--- src/pse_ram.sv ---
// Generic single-write, single-read RAM with registered read data.
`timescale 1ns / 1ps

module pse_ram #(
    parameter int WIDTH = 32,
    parameter int DEPTH = 64
) (
    input  logic                     i_clk,
    input  logic                     i_wr_en,
    input  logic [$clog2(DEPTH)-1:0] i_wr_addr,
    input  logic [WIDTH-1:0]         i_wr_data,
    input  logic [$clog2(DEPTH)-1:0] i_rd_addr,
    output logic [WIDTH-1:0]         o_rd_data
);

    logic [WIDTH-1:0] r_mem [DEPTH];

    always_ff @(posedge i_clk) begin
        if (i_wr_en) begin
            r_mem[i_wr_addr] <= i_wr_data;
        end
        o_rd_data <= r_mem[i_rd_addr];
    end

endmodule

--- config.mk ---
export PLATFORM = sky130hd
export DESIGN_NAME = pse_ram
export DESIGN_NICKNAME = d
export VERILOG_FILES = /design/src/pse_ram.sv
export SDC_FILE = /design/constraint.sdc
export NUM_CORES = 2
export LEC_CHECK = 0
export BUFFER_PORTS_ARGS = -buffer_cell sky130_fd_sc_hd__buf_2
export CORE_ASPECT_RATIO = 0.7
export CORE_UTILIZATION = 40
export DETAILED_ROUTE_END_ITERATION = 10
export GPL_TIMING_DRIVEN = 0
export PLACE_DENSITY_LB_ADDON = 0.08
export RECOVER_POWER = 100
export SYNTH_ARGS = -nofsm -noshare
export SYNTH_HDL_FRONTEND = slang
export SYNTH_SLANG_ARGS = --single-unit
--- constraint.sdc ---
create_clock -name i_clk -period 4 [get_ports i_clk]
set_input_delay 0.4 -clock i_clk [delete_from_list [all_inputs] [get_ports i_clk]]
set_output_delay 0.4 -clock i_clk [all_outputs]
set_load 0.005 [all_outputs]
# Word level (Yosys, flattened, before mapping)

Memories as Yosys holds them, arrays and structs flattened. A register that Yosys moved wholly into a read port is not among the register bits.
Cells that the tools add are included.

Bits in registers: 0
Memory bits (writable): 2048
Input bits: 46
Word-level logic and storage cells: 3
Memories kept: 1

Memory list:

| memory | depth | width | read ports | clocked after Yosys merged registers in | write ports | RTL line | RTL |
|---|---|---|---|---|---|---|---|
| r_mem  | 64    | 32    | 1          | 1                                       | 1           | 16       | `logic [WIDTH-1:0] r_mem [DEPTH];` |

Muxes and demuxes: 2

Operators with widths:

| operator         | count |
|---|---|
| 2-to-1 mux 1 bit | 2 |

# Longest topological paths before layout

Word-level depth: 2
Depth in mapped cells: 10

# Worst setup path after synthesis

No wires, ideal clock.

Kind: input -> register
From: input port i_wr_addr[3]
To: memory r_mem[48][0] (enable)
Arrival: 3099 ps
Data required time: 3539 ps
Slack: 440 ps
Cell stages on the path: 4
Path buffers: 1
Cells stage by stage: clkbuf_1 nor2b_1 nand4b_1 nor3_1

RTL lines:

| element         | RTL line | RTL |
|---|---|---|
| start, declared | 10       | `input logic [$clog2(DEPTH)-1:0] i_wr_addr,` |
| end, declared   | 16       |  |

Straight into the memory's write port.

# Worst setup path after layout

From: input port i_wr_addr[5]
To: memory r_mem[37][10] (enable)

Straight into the memory's write port.

==> reports/metrics.csv <==
stage;metric;value;unit
global_routing;track_usage;26.5;%
global_routing;grt_pass1_wl;349000;um
floorplan;die_y;373;um
floorplan;fp.dieW;532;um
worst_setup_path;max_stage_delay;1.52;ns
worst_setup_path;cp_top_family;buffers and inverters;
floorplan;row_count;135;
clock_tree;clock_sinks;2080;
place;placed_area;0.0848;mm^2
detailed_routing;detail-route-antenna-nets;0;
global_routing;antenna_found_initial;31;
yosys;ys_seq_area_share;79.1;%
clock_tree;cts_tree;built;
yosys;yosysWarnings;0;
yosys;synth.area.top_cells;edfxtp_1 78%, mux4_2 16%, mux2i_1 1.2%;
timing;hold_viol_final;0;
worst_hold_path;hold_class;input pin to register;
worst_setup_path;worstPathCellList;clkbuf_1 > or3b_2 > clkbuf_1 > nor2_1 > clkbuf_1 > clkbuf_2;
finish;drive_above_1_share;25.4;%
status;status;finished with violations;
clock_tree;clock_latency;0.84;ns
yosys;syn_avg_cell_area;23.6;um^2
yosys;synth_top_area_share;78.3;%
yosys;syn_area;0.0785;mm^2
finish;fill_cells;16135;
floorplan;start_util;40.4;%
detailed_routing;routed_wl;263000;um
finish;syn_to_final_growth;13.5;%
floorplan;die_area;0.198;mm^2
finish;seqCellArea;0.0621;mm^2
worst_setup_path;start_kind;input pin;
clock_tree;cts_setup_buffers;0;
worst_setup_path;r2r_cells;5;
clock_tree;clk_pin_slew_worst_paths;0.07;ns
worst_hold_path;hold_path_depth;3;
global_routing;grt_pass1_vias;38808;
detailed_routing;vias;39831;
worst_setup_path;critPathMaxFanout;16;
yosys;synth_cell_types;34;
power;power.density;513;mW/mm^2
status;violations;max-capacitance violations, max-slew violations, negative setup slack;
worst_setup_path;critPathKind;input pin to register;
floorplan;io_pins;78;
worst_setup_path;crit_slowest_cell;nor2_1;
worst_setup_path;worst-path-stages;6;
timing;max_freq;244;MHz
detailed_routing;drc;0;
clock_tree;cts_buffer_depth;3;
yosys;synth_largest_area_cell;edfxtp_1;
clock_tree;cts_root_buffer;clkbuf_16;
worst_setup_path;cp_common_cell;clkbuf_1;
place;dp_hpwl;176000;um
timing;finalCritPeriodShare;102;%
timing;finalSetupViolations;17;
timing;worst_slack;-0.0949;ns
finish;final_cell_mix;2048 x edfxtp_1, 544 x mux4_2, 228 x clkbuf_1, 205 x clkbuf_16, 137 x nor2_1;
detailed_routing;route.detailed.vias_per_inst;6.15;
place;place.gp.congestion;0.838;
timing;worst_pin_slew;3.97;ns
finish;fin_nets;3746;
worst_setup_path;required;4.45;ns
worst_setup_path;worstPathArrival;4.54;ns
floorplan;coreArea;0.194;mm^2
detailed_routing;drt_iter0_markers;6490;
timing;skew;0.0360;ns
yosys;synth_fp_nets;3370;
global_routing;grt-ovfl-total;0;
yosys;synth_cells;3324;
detailed_routing;drt-pass1-iter-count;5;
place;io_buffers;69;
timing;period_minus_slack;4.09;ns
flow_run;drv_cap;115;
finish;mostFrequentLayoutCell;edfxtp_1;
clock_tree;cts-hold-fix-buffers;0;
yosys;synth_seq_cells;2080;
power;irDropWorstVdd;450;uV
worst_setup_path;crit_buf_inv;4;
clock_tree;cts.htree.levels;4;
finish;multiInputGateArea;0.0155;mm^2
clock_tree;cts_resized;0;
global_routing;grt_start_max_net_pins;65;
power;power.leakage;27.5;nW
clock_tree;cts-buffers-inserted;198;
timing;rsz0062_at_grt;false;
timing;whs;0.293;ns
finish;fin_area;0.0891;mm^2
worst_setup_path;end_kind;register;
detailed_routing;routedWlPerCell;40.7;um
timing;finalMaxSlewViolations;3317;
timing;relSlewSlack;-165;%
[worst min-delay path: stages]
cell and delay, ns:
buf_2 0.14, nand3_1 0.25, nor2_1 0.15
[metal layers]
layer,routed length (um),track usage [%],vias up
met3,27400,6.15,372
met2,114000,38.0,2338
met5,62,0,-
met4,7840,7.12,10
met1,114000,40.6,22067
li1,-,-,15044
[cells by family (layout without fill, tap and decap cells)]
family	count (synthesis)	count (layout)	share of synthesized area (%)
buf+inv	182	725	1.13
flops	2080	2080	79.1
other cells	0	4	0
compound gates	202	202	1.67
mux	637	637	16.8
simple gates	223	223	1.27
[where the power goes]
group / switching, mW / internal (mW)
registers: 0.0523 / 24.2
clock network: 8.26 / 10.7
logic: 1.78 / 0.791
total: 10.1 / 35.7
[layout make-up]
type	count	area share, %
antenna	4	0.0112
buffer	181	1.00
clock buffer	262	6.11
clock inverter	105	1.13
multi-input combinational	1062	17.4
sequential	2080	69.7
tap	2603	3.65
timing repair buffer	177	1.02
[synth_stat cells, drive strengths merged]
cell,instances
mux4,544
dfxtp,32
nand4b,1
a41o,4
edfxtp,2048
or2,3
or3b,5
nand3,5
a22oi,12
nand2b,8
clkbuf,74
nor2,137
a311oi,8
a31oi,1
a21oi,62
nand2,26
o32ai,4
o221ai,27
mux2i,93
and3,4
nand4,2
nor3,7
o22ai,84
or3,3
nor2b,15
nand3b,5
buf,108
and2,2
[registers in the layout, indices dropped and copies added, names as in the netlist]
name       cells
o_rd_data     32
r_mem       2048
[per-stage QoR]
stage / util, % / TNS (ns) / power (mW) / cells / setup slack (ns)
2_1_floorplan: - / 0 / 25.8 / 3324 / 0.440
3_3_place_gp: 42.3 / -3451.47 / 27.2 / 5996 / -3.27
3_5_place_dp: 43.7 / -10.31 / 27.3 / 6103 / -0.967
4_1_cts: 47.0 / 0 / 46.0 / 6469 / 0.162
5_1_grt: 45.9 / 0 / 46.9 / 6471 / 0.0254
6_report: 45.9 / -1.33 / 45.8 / 6474 / -0.0949
[final timing paths]
path	from	to	slack, ns
worst max-delay path	i_wr_addr[5]	r_mem[37][10]$_DFFE_PP_	-0.09
worst min register to register	r_mem[13][8]$_DFFE_PP_	o_rd_data[8]$_DFF_P_	0.86
worst min-delay path	i_wr_addr[0]	r_mem[33][18]$_DFFE_PP_	0.29
worst max register to register	r_mem[61][1]$_DFFE_PP_	o_rd_data[1]$_DFF_P_	1.39
Power figures use the tool's default switching activity.
